==> config.mk <==
export PLATFORM = sky130hd
export DESIGN_NAME = permutation_unrank_unit
export DESIGN_NICKNAME = d
export VERILOG_FILES = /design/src/rtl/pu_pkg.sv /design/src/rtl/pu_front.sv /design/src/rtl/pu_queue.sv /design/src/rtl/pu_back.sv /design/src/rtl/permutation_unrank_unit.sv
export SDC_FILE = /design/constraint.sdc
export NUM_CORES = 1
export LEC_CHECK = 0
export BUFFER_PORTS_ARGS = -buffer_cell sky130_fd_sc_hd__buf_2
export CAP_MARGIN = 20
export CORE_UTILIZATION = 46
export DETAILED_ROUTE_END_ITERATION = 12
export MAX_ROUTING_LAYER = met4
export PLACE_DENSITY = 0.73
export SYNTH_ARGS = -nofsm -noshare
export SYNTH_HDL_FRONTEND = slang
export SYNTH_SLANG_ARGS = --single-unit
==> constraint.sdc <==
create_clock -name clk -period 20.6 [get_ports clk]
set_input_delay 4.12 -clock clk [delete_from_list [all_inputs] [get_ports clk]]
set_output_delay 4.12 -clock clk [all_outputs]
set_load 0.01 [all_outputs]
==> src/rtl/pu_pkg.sv <==
// pu_pkg: shared types, constants and factorial tables for the permutation unrank unit
// depends on nothing; imported by every rtl module of the block
`default_nettype none

package pu_pkg;

  localparam int ELEMENT_COUNT = 8;
  localparam int RANK_W        = 16;
  localparam int FIELD_W       = 3;
  localparam int POS_W         = $clog2(ELEMENT_COUNT);
  localparam int FACT_W        = 32;
  localparam int QUEUE_DEPTH   = 2;
  localparam int QPTR_W        = $clog2(QUEUE_DEPTH);
  localparam int QCNT_W        = $clog2(QUEUE_DEPTH + 1);

  typedef logic [ELEMENT_COUNT:0][FACT_W-1:0] fact_tab_t;
  typedef logic [ELEMENT_COUNT-1:0][FACT_W-1:0] mult_row_t;
  typedef logic [ELEMENT_COUNT-1:0][ELEMENT_COUNT-1:0][FACT_W-1:0] mult_tab_t;

  typedef struct packed {
    logic [RANK_W-1:0] rank;
    logic              out_of_range;
  } item_t;

  typedef struct packed {
    logic  valid;
    item_t item;
  } queue_out_t;

  typedef enum logic {
    BK_IDLE,
    BK_RUN
  } back_state_t;

  function automatic fact_tab_t build_fact_tab();
    fact_tab_t t;
    t[0] = FACT_W'(1);
    for (int i = 1; i <= ELEMENT_COUNT; i++) begin
      t[i] = t[i-1] * FACT_W'(i);
    end
    return t;
  endfunction

  localparam fact_tab_t FACT_TAB = build_fact_tab();
  localparam logic [FACT_W-1:0] RANK_LIMIT = FACT_TAB[ELEMENT_COUNT];

  // entry [r][k] is k * r!
  function automatic mult_tab_t build_mult_tab();
    mult_tab_t t;
    for (int r = 0; r < ELEMENT_COUNT; r++) begin
      for (int k = 0; k < ELEMENT_COUNT; k++) begin
        t[r][k] = FACT_TAB[r] * FACT_W'(k);
      end
    end
    return t;
  endfunction

  localparam mult_tab_t MULT_TAB = build_mult_tab();

  function automatic logic [FIELD_W-1:0] to_field(logic [POS_W-1:0] v);
    logic [31:0] t;
    t = 32'(v);
    return t[FIELD_W-1:0];
  endfunction

endpackage

`default_nettype wire

==> src/rtl/pu_front.sv <==
// pu_front: accepts ranks and flags those at or above the element count factorial
// depends on pu_pkg
`default_nettype none

module pu_front (
  input  wire logic                  start,
  input  wire logic [pu_pkg::RANK_W-1:0] rank,
  input  wire logic                  queue_full,
  output logic                       busy,
  output logic                       push,
  output pu_pkg::item_t              push_item
);
  import pu_pkg::*;

  assign busy = queue_full;
  assign push = start && !queue_full;

  always_comb begin
    push_item.rank         = rank;
    push_item.out_of_range = (FACT_W'(rank) >= RANK_LIMIT);
  end

endmodule

`default_nettype wire

==> src/rtl/pu_queue.sv <==
// pu_queue: short item queue between the front and the back sequencer
// depends on pu_pkg
`default_nettype none

module pu_queue (
  input  wire logic          clk,
  input  wire logic          rst,
  input  wire logic          push,
  input  wire pu_pkg::item_t push_item,
  input  wire logic          pop,
  output logic               full,
  output pu_pkg::queue_out_t head
);
  import pu_pkg::*;

  item_t              mem [QUEUE_DEPTH];
  logic [QPTR_W-1:0]  wr_ptr;
  logic [QPTR_W-1:0]  rd_ptr;
  logic [QCNT_W-1:0]  cnt;
  logic               do_pop;

  assign full       = (cnt == QCNT_W'(QUEUE_DEPTH));
  assign head.valid = (cnt != '0);
  assign head.item  = mem[rd_ptr];
  assign do_pop     = pop && head.valid;

  always_ff @(posedge clk) begin
    if (push) begin
      mem[wr_ptr] <= push_item;
    end
  end

  always_ff @(posedge clk) begin
    if (rst) begin
      wr_ptr <= '0;
      rd_ptr <= '0;
      cnt    <= '0;
    end else begin
      if (push) begin
        wr_ptr <= (wr_ptr == QPTR_W'(QUEUE_DEPTH - 1)) ? '0 : wr_ptr + QPTR_W'(1);
      end
      if (do_pop) begin
        rd_ptr <= (rd_ptr == QPTR_W'(QUEUE_DEPTH - 1)) ? '0 : rd_ptr + QPTR_W'(1);
      end
      if (push && !do_pop) begin
        cnt <= cnt + QCNT_W'(1);
      end else if (do_pop && !push) begin
        cnt <= cnt - QCNT_W'(1);
      end
    end
  end

  a_no_overflow: assert property (@(posedge clk) disable iff (rst)
    full |-> !push)
    else $error("queue written while full");

  a_no_blind_pop: assert property (@(posedge clk) disable iff (rst)
    pop |-> head.valid)
    else $error("queue popped while empty");

  a_count_bound: assert property (@(posedge clk) disable iff (rst)
    cnt <= QCNT_W'(QUEUE_DEPTH))
    else $error("queue count beyond depth");

endmodule

`default_nettype wire

==> src/rtl/pu_back.sv <==
// pu_back: position sequencer, one factorial digit and one element pick per cycle
// depends on pu_pkg; takes items from pu_queue
`default_nettype none

module pu_back (
  input  wire logic                   clk,
  input  wire logic                   rst,
  input  wire pu_pkg::queue_out_t     head,
  output logic                        pop,
  output logic                        valid,
  output logic [pu_pkg::FIELD_W-1:0]  element,
  output logic [pu_pkg::FIELD_W-1:0]  position,
  output logic                        last,
  output logic                        out_of_range
);
  import pu_pkg::*;

  localparam logic [POS_W-1:0] LAST_POS = POS_W'(ELEMENT_COUNT - 1);

  back_state_t              state;
  back_state_t              state_next;
  logic [RANK_W-1:0]        rem;
  logic [ELEMENT_COUNT-1:0] used;
  logic [POS_W-1:0]         pos;
  logic                     oor;

  logic                     done;
  logic                     step;
  logic [POS_W-1:0]         right;
  mult_row_t                row;
  logic [POS_W-1:0]         q;
  logic [POS_W-1:0]         pick;
  logic [POS_W-1:0]         seen;
  logic                     found;

  assign done  = oor || (pos == LAST_POS);
  assign right = LAST_POS - pos;

  // digit of the remaining rank and the matching unused value
  always_comb begin
    row = MULT_TAB[right];
    q   = '0;
    for (int k = 1; k < ELEMENT_COUNT; k++) begin
      if ((k <= int'(right)) && (FACT_W'(rem) >= row[k])) begin
        q = q + POS_W'(1);
      end
    end
    pick  = '0;
    seen  = '0;
    found = 1'b0;
    for (int v = 0; v < ELEMENT_COUNT; v++) begin
      if (!used[v] && !found) begin
        if (seen == q) begin
          pick  = POS_W'(v);
          found = 1'b1;
        end else begin
          seen = seen + POS_W'(1);
        end
      end
    end
  end

  always_comb begin
    state_next = state;
    unique case (state)
      BK_IDLE: begin
        if (head.valid) begin
          state_next = BK_RUN;
        end
      end
      BK_RUN: begin
        if (done && !head.valid) begin
          state_next = BK_IDLE;
        end
      end
      default: state_next = BK_IDLE;
    endcase
  end

  always_comb begin
    step = 1'b0;
    pop  = 1'b0;
    unique case (state)
      BK_IDLE: begin
        pop = head.valid;
      end
      BK_RUN: begin
        step = 1'b1;
        pop  = done && head.valid;
      end
      default: begin
        step = 1'b0;
        pop  = 1'b0;
      end
    endcase
  end

  always_ff @(posedge clk) begin
    if (rst) begin
      state <= BK_IDLE;
      valid <= 1'b0;
    end else begin
      state <= state_next;
      valid <= step;
    end
  end

  always_ff @(posedge clk) begin
    if (pop) begin
      rem  <= head.item.rank;
      used <= '0;
      pos  <= '0;
      oor  <= head.item.out_of_range;
    end else if (step) begin
      rem  <= rem - row[q][RANK_W-1:0];
      used <= used | (ELEMENT_COUNT'(1) << pick);
      pos  <= pos + POS_W'(1);
    end
    if (step) begin
      element      <= oor ? '0 : to_field(pick);
      position     <= oor ? '0 : to_field(pos);
      last         <= done;
      out_of_range <= oor;
    end
  end

  a_err_single: assert property (@(posedge clk) disable iff (rst)
    (valid && out_of_range) |-> (last && element == '0 && position == '0))
    else $error("error item not a single zero result");

  a_no_gap: assert property (@(posedge clk) disable iff (rst)
    (valid && !last) |=> valid)
    else $error("gap inside a permutation");

  a_pos_order: assert property (@(posedge clk) disable iff (rst)
    (valid && !last) |=> (position == $past(position) + FIELD_W'(1)))
    else $error("positions out of order");

  a_pick_free: assert property (@(posedge clk) disable iff (rst)
    (step && !oor) |-> (found && !used[pick]))
    else $error("picked value already used");

endmodule

`default_nettype wire

==> src/rtl/permutation_unrank_unit.sv <==
// permutation_unrank_unit: rank in, permutation elements out one position per cycle
// depends on pu_pkg, pu_front, pu_queue, pu_back
//
// channel  | handshake          | payload
// ---------+--------------------+-------------------------------------------
// in       | start & !busy      | rank[15:0]
// out      | valid (one cycle)  | element[2:0] position[2:0] last out_of_range
//
// a rank in range gives ELEMENT_COUNT results on consecutive cycles, one per
// position, set by the back sequencer's position counter; an out-of-range rank
// gives one result; from an idle sequencer a taken rank is queued, loaded, then
// its first result is registered; a running sequencer loads the next queued rank
// as it registers the last result; the two-entry queue takes ranks while the
// sequencer works, busy is high only when that queue is full
// results cannot be held off, so nothing stalls the sequencer
// rst is synchronous; after it the queue is empty and no result is shown
`default_nettype none

module permutation_unrank_unit (
  input  wire logic                         clk,
  input  wire logic                         rst,
  input  wire logic                         start,
  output logic                              busy,
  input  wire logic [pu_pkg::RANK_W-1:0]    rank,
  output logic                              valid,
  output logic [pu_pkg::FIELD_W-1:0]        element,
  output logic [pu_pkg::FIELD_W-1:0]        position,
  output logic                              last,
  output logic                              out_of_range
);
  import pu_pkg::*;

  logic       queue_full;
  logic       push;
  item_t      push_item;
  logic       pop;
  queue_out_t head;

  pu_front u_front (
    .start      (start),
    .rank       (rank),
    .queue_full (queue_full),
    .busy       (busy),
    .push       (push),
    .push_item  (push_item)
  );

  pu_queue u_queue (
    .clk       (clk),
    .rst       (rst),
    .push      (push),
    .push_item (push_item),
    .pop       (pop),
    .full      (queue_full),
    .head      (head)
  );

  pu_back u_back (
    .clk          (clk),
    .rst          (rst),
    .head         (head),
    .pop          (pop),
    .valid        (valid),
    .element      (element),
    .position     (position),
    .last         (last),
    .out_of_range (out_of_range)
  );

endmodule

`default_nettype wire

==> results.txt, run 1 <==
----------------------------------------------------
[Outcome]
  Status ... finished, final reports clean

[GRT]
  Antenna violations before repair ... 0
  Grt ovf ... 0
  Largest net degree at the start of global routing ... 36
  Vias in the first global route ... 6,021
  Aggregate global-route resource usage ... 0.230
  Wire length of the first global-routing pass ... 29,900 microns

[Floorplanning]
  Area of the placeable core ... 0.0159 sq mm
  Initial core utilization ... 0.473
  Die height ... 130 microns
  Ports ... 29
  Core Rows ... 46
  Die X ... 130 microns
  Floorplan die area ... 0.0169 sq mm

[Min path]
  Number of cells on the worst hold path ... 2
  Tightest Hold Check Type ... flop to flop

[STA]
  Number of max-slew violations in the final report ... 0
  Final setup skew ... 0.00779 ns
  Minimum clock period after layout ... 13.35 ns
  Number of setup violations in the final report ... 0
  Worst slew margin relative to its limit ... 0.347
  Highest clock rate ... 74.9 MHz
  Final total negative setup slack ... 0 ns
  Unrepaired setup endpoints after global routing ... no
  Period utilisation layout ... 0.648
  Hold Fails Final Rpt ... 0
  Transition time at the pin with the least slew margin ... 0.977 ns

[Final layout]
  Signed area change from the synthesized netlist to the final layout ... 8.85%
  Fill cell total of the finished layout ... 1,466
  N_diodes ... 0
  Fraction of final layout cells with drive strength greater than 1 ... 0.114
  Final net count ... 969

[Synthesis]
  Seq cells post-synth ... 77
  Synthesized Nets ... 946
  Fraction of synthesis flops using an asynchronous set or reset pin ... 0
  Post-synth top area cell ... edfxtp_1
  Top-area cell type share of the netlist area ... 0.235
  Instance count of the mapped netlist ... 823
  Synthesized area per cell ... 9.17 sq um
  Number of enable flip-flop cells after synthesis ... 59
  Top area cells in the synthesized netlist ... edfxtp_1 (23%), ha_1 (17%), dfxtp_1 (4.8%)
  Top_reg_cell synth ... edfxtp_1
  Area of the mapped netlist ... 0.00755 sq mm
  Most repeated cell in the gate-level netlist after synthesis ... ha_1
  Count of synthesis-stage warnings from yosys ... 0
  Number of unique standard cell types used by synthesis ... 92
  Ranking of synthesized cells by instance count ... ha_1 (103), nor2_1 (77), nand2_1 (69), edfxtp_1 (59), a21oi_1 (50)
  Share of synthesized area occupied by flip-flops and latches ... 0.283

[Route]
  Initial DRC Count ... 529
  Detailed-route wire length per cell ... 16.9 microns
  Drc violations ... 0
  Routed via count divided by cell count ... 5.96
  Routed Antenna Nets ... 0
  Vias after detailed routing ... 6,358
  Routed wire length ... 18,000 microns
  Detailed-router iteration count before antenna repair ... 5

[Placement]
  Global placement routability congestion ... 0.935
  Port Buf Inserts ... 28
  Detailed placement HPWL ... 13,800 microns

[Setup path]
  Reg-to-reg critical path startpoint ... u_back.pos[2]
  Cell with the most instances on the worst path ... ha_1
  Reg2Reg Capture Point ... u_back.element[1]
  Startpoint-to-endpoint class of the critical path ... flop to flop
  Sort of element at the start of the critical path ... flop
  Number of cells on the critical path ... 58
  First element of the critical path ... u_back.pos[2]
  Required time of the critical path ... 20.78 ns
  Reg-to-reg setup timing slack ... 7.25 ns
  Cell family with most CP delay ... compound AO/OA/AOI/OAI gates
  Biggest fanout along the worst timing path ... 22
  Delay contributed by the slowest stage of the critical path ... 0.99 ns
  Cell with the largest stage delay on the worst path ... xnor3_1
  Worst setup path endpoint ... u_back.element[1]
  Data arrival time of the worst path ... 13.53 ns
  Crit end category ... flop
  Number of cells on the worst reg-to-reg path ... 58
  Buffers and inverters on the worst path ... 3

[Clocking]
  H-tree levels ... 3
  Root buffer selected by CTS ... clkbuf_16
  Maximum buffer depth of the clock tree ... 2
  TritonCTS clock tree ... done
  CTS Buf Count ... 9
  Hold_buf cts ... 0
  Count of cells resized by post-cts repair ... 0
  Clock latency of the later-clocked register in the worst-skew pair ... 0.33 ns
  CTS clock-pin slew for the worst setup and hold paths ... 0.06 ns
  Clock Sinks ... 77
  Setup repair bufs after CTS ... 0

[Flow run]
  Max_cap viols ... 0

----------------------------------------------------
[worst min path at each step]
stage | startpoint | to | slack, ns
floorplan | u_back.used[6] | u_back.used[6] | 0.43
global placement | u_back.used[6] | u_back.used[6] | 0.47
detailed placement | u_back.used[6] | u_back.used[6] | 0.46
CTS | u_back.used[6] | u_back.used[6] | 0.46
global route | u_back.used[6] | u_back.used[6] | 0.52
finish | u_back.used[6] | u_back.used[6] | 0.47
[per-stage QoR]
step,std cells,utilization,setup WS (ns),hold WS (ns),area (sq um)
finish,1067,0.515,7.25,0.471,8210
global route,1067,0.515,6.28,0.520,8210
CTS,1067,0.515,7.42,0.464,8210
detailed placement,1051,0.497,7.42,0.457,7920
global placement,1051,0.497,7.82,0.466,7920
floorplan,823,-,9.10,0.427,7550
[metal layers]
metal	GRT usage	routed length, microns
met1	0.317	8760
met2	0.359	7990
met3	0.0226	983
met4	0.0636	278
met5	-	0
[kinds of logic (layout without fill, tap and decap cells)]
logic type	count (synthesis)	in the layout	share of synthesized area
and+or+nand+nor	251	251	0.163
muxes	33	33	0.0458
xor gates and xnor gates	43	43	0.0617
AOI/OAI and AO/OA	245	245	0.238
buffers and inverters	70	98	0.0356
adders and majority gates	104	104	0.173
DFF	77	77	0.283
[final cells by class]
| class | instances | area (sq um) | area share |
|---|---|---|---|
| multi-input combinational | 676 | 5150 | 0.627 |
| clock inverter | 6 | 62.6 | 0.00762 |
| inverter | 47 | 179 | 0.0218 |
| timing repair buffer | 35 | 193 | 0.0235 |
| sequential | 77 | 2130 | 0.260 |
| tap | 216 | 270 | 0.0329 |
| clock buffer | 10 | 229 | 0.0279 |
[cell usage in the layout (no fill, tap or decap), drive strengths merged, types with 5 or more instances in the layout]
cell type  netlist  routed
xnor2           31      31
mux2i           31      31
a21oi           53      53
edfxtp          59      59
o21ai           59      59
o211ai           8       8
nor2b            9       9
a31oi            5       5
o22ai            8       8
a31o             5       5
clkbuf          17      10
a211o            5       5
or2             11      11
nand2           69      69
a21o            10      10
o21a             8       8
nand4            5       5
nand3           15      15
a2111oi          8       8
o21bai           5       5
nor3            12      12
a211oi          16      16
o31ai            5       5
dfxtp           18      18
nor2            78      78
o221ai           7       7
ha             103     103
or3             10      10
buf              6      35
xor2            11      11
inv             47      48
a21boi           7       7
and2             8       8
nand2b          19      19
[flip-flops by register name, indices dropped and copies added (netlist names), named ones only]
name,count
u_back.position,3
u_back.valid,1
u_back.out_of_range,1
u_queue.mem,34
u_queue.wr_ptr,1
u_back.used,8
u_queue.rd_ptr,1
u_back.last,1
u_queue.cnt,2
u_back.element,3
u_back.pos,3
u_back.state,1
u_back.oor,1
u_back.rem,16
[tightest hold or removal path, delay by kind of cell, from the launching register on]
kind / cells / cell delay [ns]
AOI/OAI and AO/OA: 1 / 0.05
DFF: 1 / 0.32
and+or+nand+nor: 1 / 0.05
Power of run 1 is not shown: default switching activity piles up to over one toggle a cycle in this logic, so the estimate is an artifact.
==> inputs of run 2 (changes only) <==
--- a/config.mk
+++ b/config.mk
@@ -5,6 +5,7 @@
 export SDC_FILE = /design/constraint.sdc
 export NUM_CORES = 1
 export LEC_CHECK = 0
+export ABC_AREA = 1
 export BUFFER_PORTS_ARGS = -buffer_cell sky130_fd_sc_hd__buf_2
 export CAP_MARGIN = 20
 export CORE_UTILIZATION = 46
==> constraint.sdc (replaced) <==
create_clock -name clk -period 12.9 [get_ports clk]
set_input_delay 2.58 -clock clk [delete_from_list [all_inputs] [get_ports clk]]
set_output_delay 2.58 -clock clk [all_outputs]
set_load 0.01 [all_outputs]
==> results.txt, run 2 <==
----------------------------------------------------
[Route]
  Vias after detailed routing ... 6,569
  Initial DRC Count ... 521
  Routed wire length ... 17,200 microns
  Detailed-router iteration count before antenna repair ... 5
  Drc violations ... 0
  Detailed-route wire length per cell ... 13.9 microns
  Routed Antenna Nets ... 0
  Routed via count divided by cell count ... 5.33

[Synthesis]
  Synthesized Nets ... 1,113
  Area of the mapped netlist ... 0.00741 sq mm
  Most repeated cell in the gate-level netlist after synthesis ... nand2_1
  Synthesized area per cell ... 7.49 sq um
  Number of unique standard cell types used by synthesis ... 57
  Ranking of synthesized cells by instance count ... nand2_1 (225), inv_1 (112), ha_1 (103), nor2_1 (92), nand3_1 (80)
  Instance count of the mapped netlist ... 990
  Count of synthesis-stage warnings from yosys ... 0
  Top-area cell type share of the netlist area ... 0.239
  Share of synthesized area occupied by flip-flops and latches ... 0.288
  Post-synth top area cell ... edfxtp_1
  Fraction of synthesis flops using an asynchronous set or reset pin ... 0
  Seq cells post-synth ... 77
  Top_reg_cell synth ... edfxtp_1
  Number of enable flip-flop cells after synthesis ... 59
  Top area cells in the synthesized netlist ... edfxtp_1 (24%), ha_1 (17%), nand2_1 (11%)

[GRT]
  Vias in the first global route ... 6,090
  Wire length of the first global-routing pass ... 28,800 microns
  Largest net degree at the start of global routing ... 32
  Grt ovf ... 0
  Aggregate global-route resource usage ... 0.225
  Antenna violations before repair ... 0

[Setup path]
  Delay contributed by the slowest stage of the critical path ... 0.82 ns
  Number of cells on the critical path ... 59
  Cell family with most CP delay ... simple AND/OR/NAND/NOR gates
  Startpoint-to-endpoint class of the critical path ... flop to flop
  Biggest fanout along the worst timing path ... 25
  Required time of the critical path ... 13.17 ns
  Reg-to-reg setup timing slack ... 1.76 ns
  Cell with the largest stage delay on the worst path ... clkinv_1
  Crit end category ... flop
  Buffers and inverters on the worst path ... 9
  Data arrival time of the worst path ... 11.42 ns
  Number of cells on the worst reg-to-reg path ... 59
  Sort of element at the start of the critical path ... flop
  Cell with the most instances on the worst path ... nand2_1

[Floorplanning]
  Floorplan die area ... 0.0166 sq mm
  Core Rows ... 46
  Initial core utilization ... 0.468
  Die height ... 129 microns
  Area of the placeable core ... 0.0158 sq mm
  Ports ... 29
  Die X ... 129 microns

[Final layout]
  Fraction of final layout cells with drive strength greater than 1 ... 0.121
  Fill cell total of the finished layout ... 1,500
  Final net count ... 1,135
  N_diodes ... 0
  Leading cell type in the layout, fill and taps excluded ... nand2_1
  Commonest cells after routing, fill and taps aside ... nand2_1 (225), inv_1 (112), ha_1 (103)
  Register ranked first by flip-flop count ... u_queue.mem
  Signed area change from the synthesized netlist to the final layout ... 9.16%
  Flip-flop count of the largest register after layout ... 34
  Largest registers ranked by flip-flop count ... u_queue.mem x34, u_back.rem x16, u_back.used x8
  Post-Layout Inst Area ... 0.00809 sq mm

[Min path]
  Tightest Hold Check Type ... flop to flop
  Number of cells on the worst hold path ... 2

[STA]
  Minimum clock period after layout ... 11.14 ns
  Period utilisation layout ... 0.864
  Worst slew margin relative to its limit ... 0.392
  Transition time at the pin with the least slew margin ... 0.910 ns
  Number of max-slew violations in the final report ... 0
  Number of setup violations in the final report ... 0
  Unrepaired setup endpoints after global routing ... no
  Hold Fails Final Rpt ... 0
  Final total negative setup slack ... 0 ns
  Final setup skew ... 0.00674 ns
  Highest clock rate ... 89.7 MHz

[Clocking]
  Clock Sinks ... 77
  CTS Buf Count ... 9
  TritonCTS clock tree ... done
  CTS clock-pin slew for the worst setup and hold paths ... 0.06 ns
  Count of cells resized by post-cts repair ... 0
  Root buffer selected by CTS ... clkbuf_16
  Hold_buf cts ... 0
  H-tree levels ... 3
  Clock latency of the later-clocked register in the worst-skew pair ... 0.34 ns
  Setup repair bufs after CTS ... 0
  Maximum buffer depth of the clock tree ... 2

[Flow run]
  Max_cap viols ... 0

[Placement]
  Port Buf Inserts ... 28
  Post-placement cell area ... 0.00777 sq mm
  Global placement routability congestion ... 0.918
  Detailed placement HPWL ... 13,400 microns

[Outcome]
  Status ... finished, final reports clean

----------------------------------------------------
==> run 2: cell types whose count changed in the layout (fill, tap and decap cells not counted), moves of 9 or more <==
cell,previous run,this run
nand2_1,69,225
inv_1,46,112
nand3_1,14,80
mux2i_1,30,0
xnor2_1,27,1
inv_2,0,20
nand2b_1,18,0
nor2_1,77,92
nand2_2,0,13
nand3_2,1,13
a21oi_1,49,59
nor2b_1,9,0
o21ai_0,48,39
or3_1,9,0
==> run 2: through the flow <==
stage	util	worst slack, ns	hold slack [ns]	instances
after floorplan	-	3.94	0.462	990
after global placement	0.491	2.18	0.497	1217
after detailed placement	0.491	1.91	0.500	1217
after CTS	0.511	1.85	0.512	1233
after global routing	0.511	0.853	0.554	1233
final	0.511	1.76	0.515	1233
==> run 2: path summary, 6_finish.rpt <==
kind,from,to
worst min register to register,u_queue.wr_ptr,u_queue.wr_ptr
worst min-delay path,u_queue.wr_ptr,u_queue.wr_ptr
worst max-delay path,u_back.pos[2],u_back.used[0]
worst max register to register,u_back.pos[2],u_back.used[0]
==> run 2: final cells by class <==
class                      count  area, sq um  share of cell area
timing repair buffer          31          163              0.0201
inverter                     134          503              0.0622
multi-input combinational    759         4700               0.581
tap                          216          270              0.0334
sequential                    77         2130               0.263
clock inverter                 7         97.6              0.0121
clock buffer                   9          225              0.0278
==> run 2: cell families (layout without fill, tap and decap cells) <==
| group | count (synthesis) | count (layout) | share of synthesized area |
|---|---|---|---|
| AO/OA/AOI/OAI | 164 | 164 | 0.132 |
| XOR/XNOR | 14 | 14 | 0.0201 |
| adder cells (fa/ha/maj) | 104 | 104 | 0.177 |
| buffers and inverters | 154 | 181 | 0.0786 |
| flip-flops | 77 | 77 | 0.288 |
| AND/OR/NAND/NOR | 477 | 477 | 0.305 |
==> run 2: metal layers <==
| layer | routed length (microns) | up-vias | GRT usage |
|---|---|---|---|
| li1 | - | 3390 | - |
| met1 | 8340 | 2961 | 0.304 |
| met2 | 7640 | 188 | 0.352 |
| met3 | 862 | 30 | 0.0233 |
| met4 | 359 | 0 | 0.0713 |
| met5 | 0 | - | - |
==> run 2: worst min-delay path: cells and delay by family (launching register included) <==
kind,cells,cell delay (ns)
flops,1,0.32
simple gates,2,0.16
Power of run 2 is left out for the same reason.
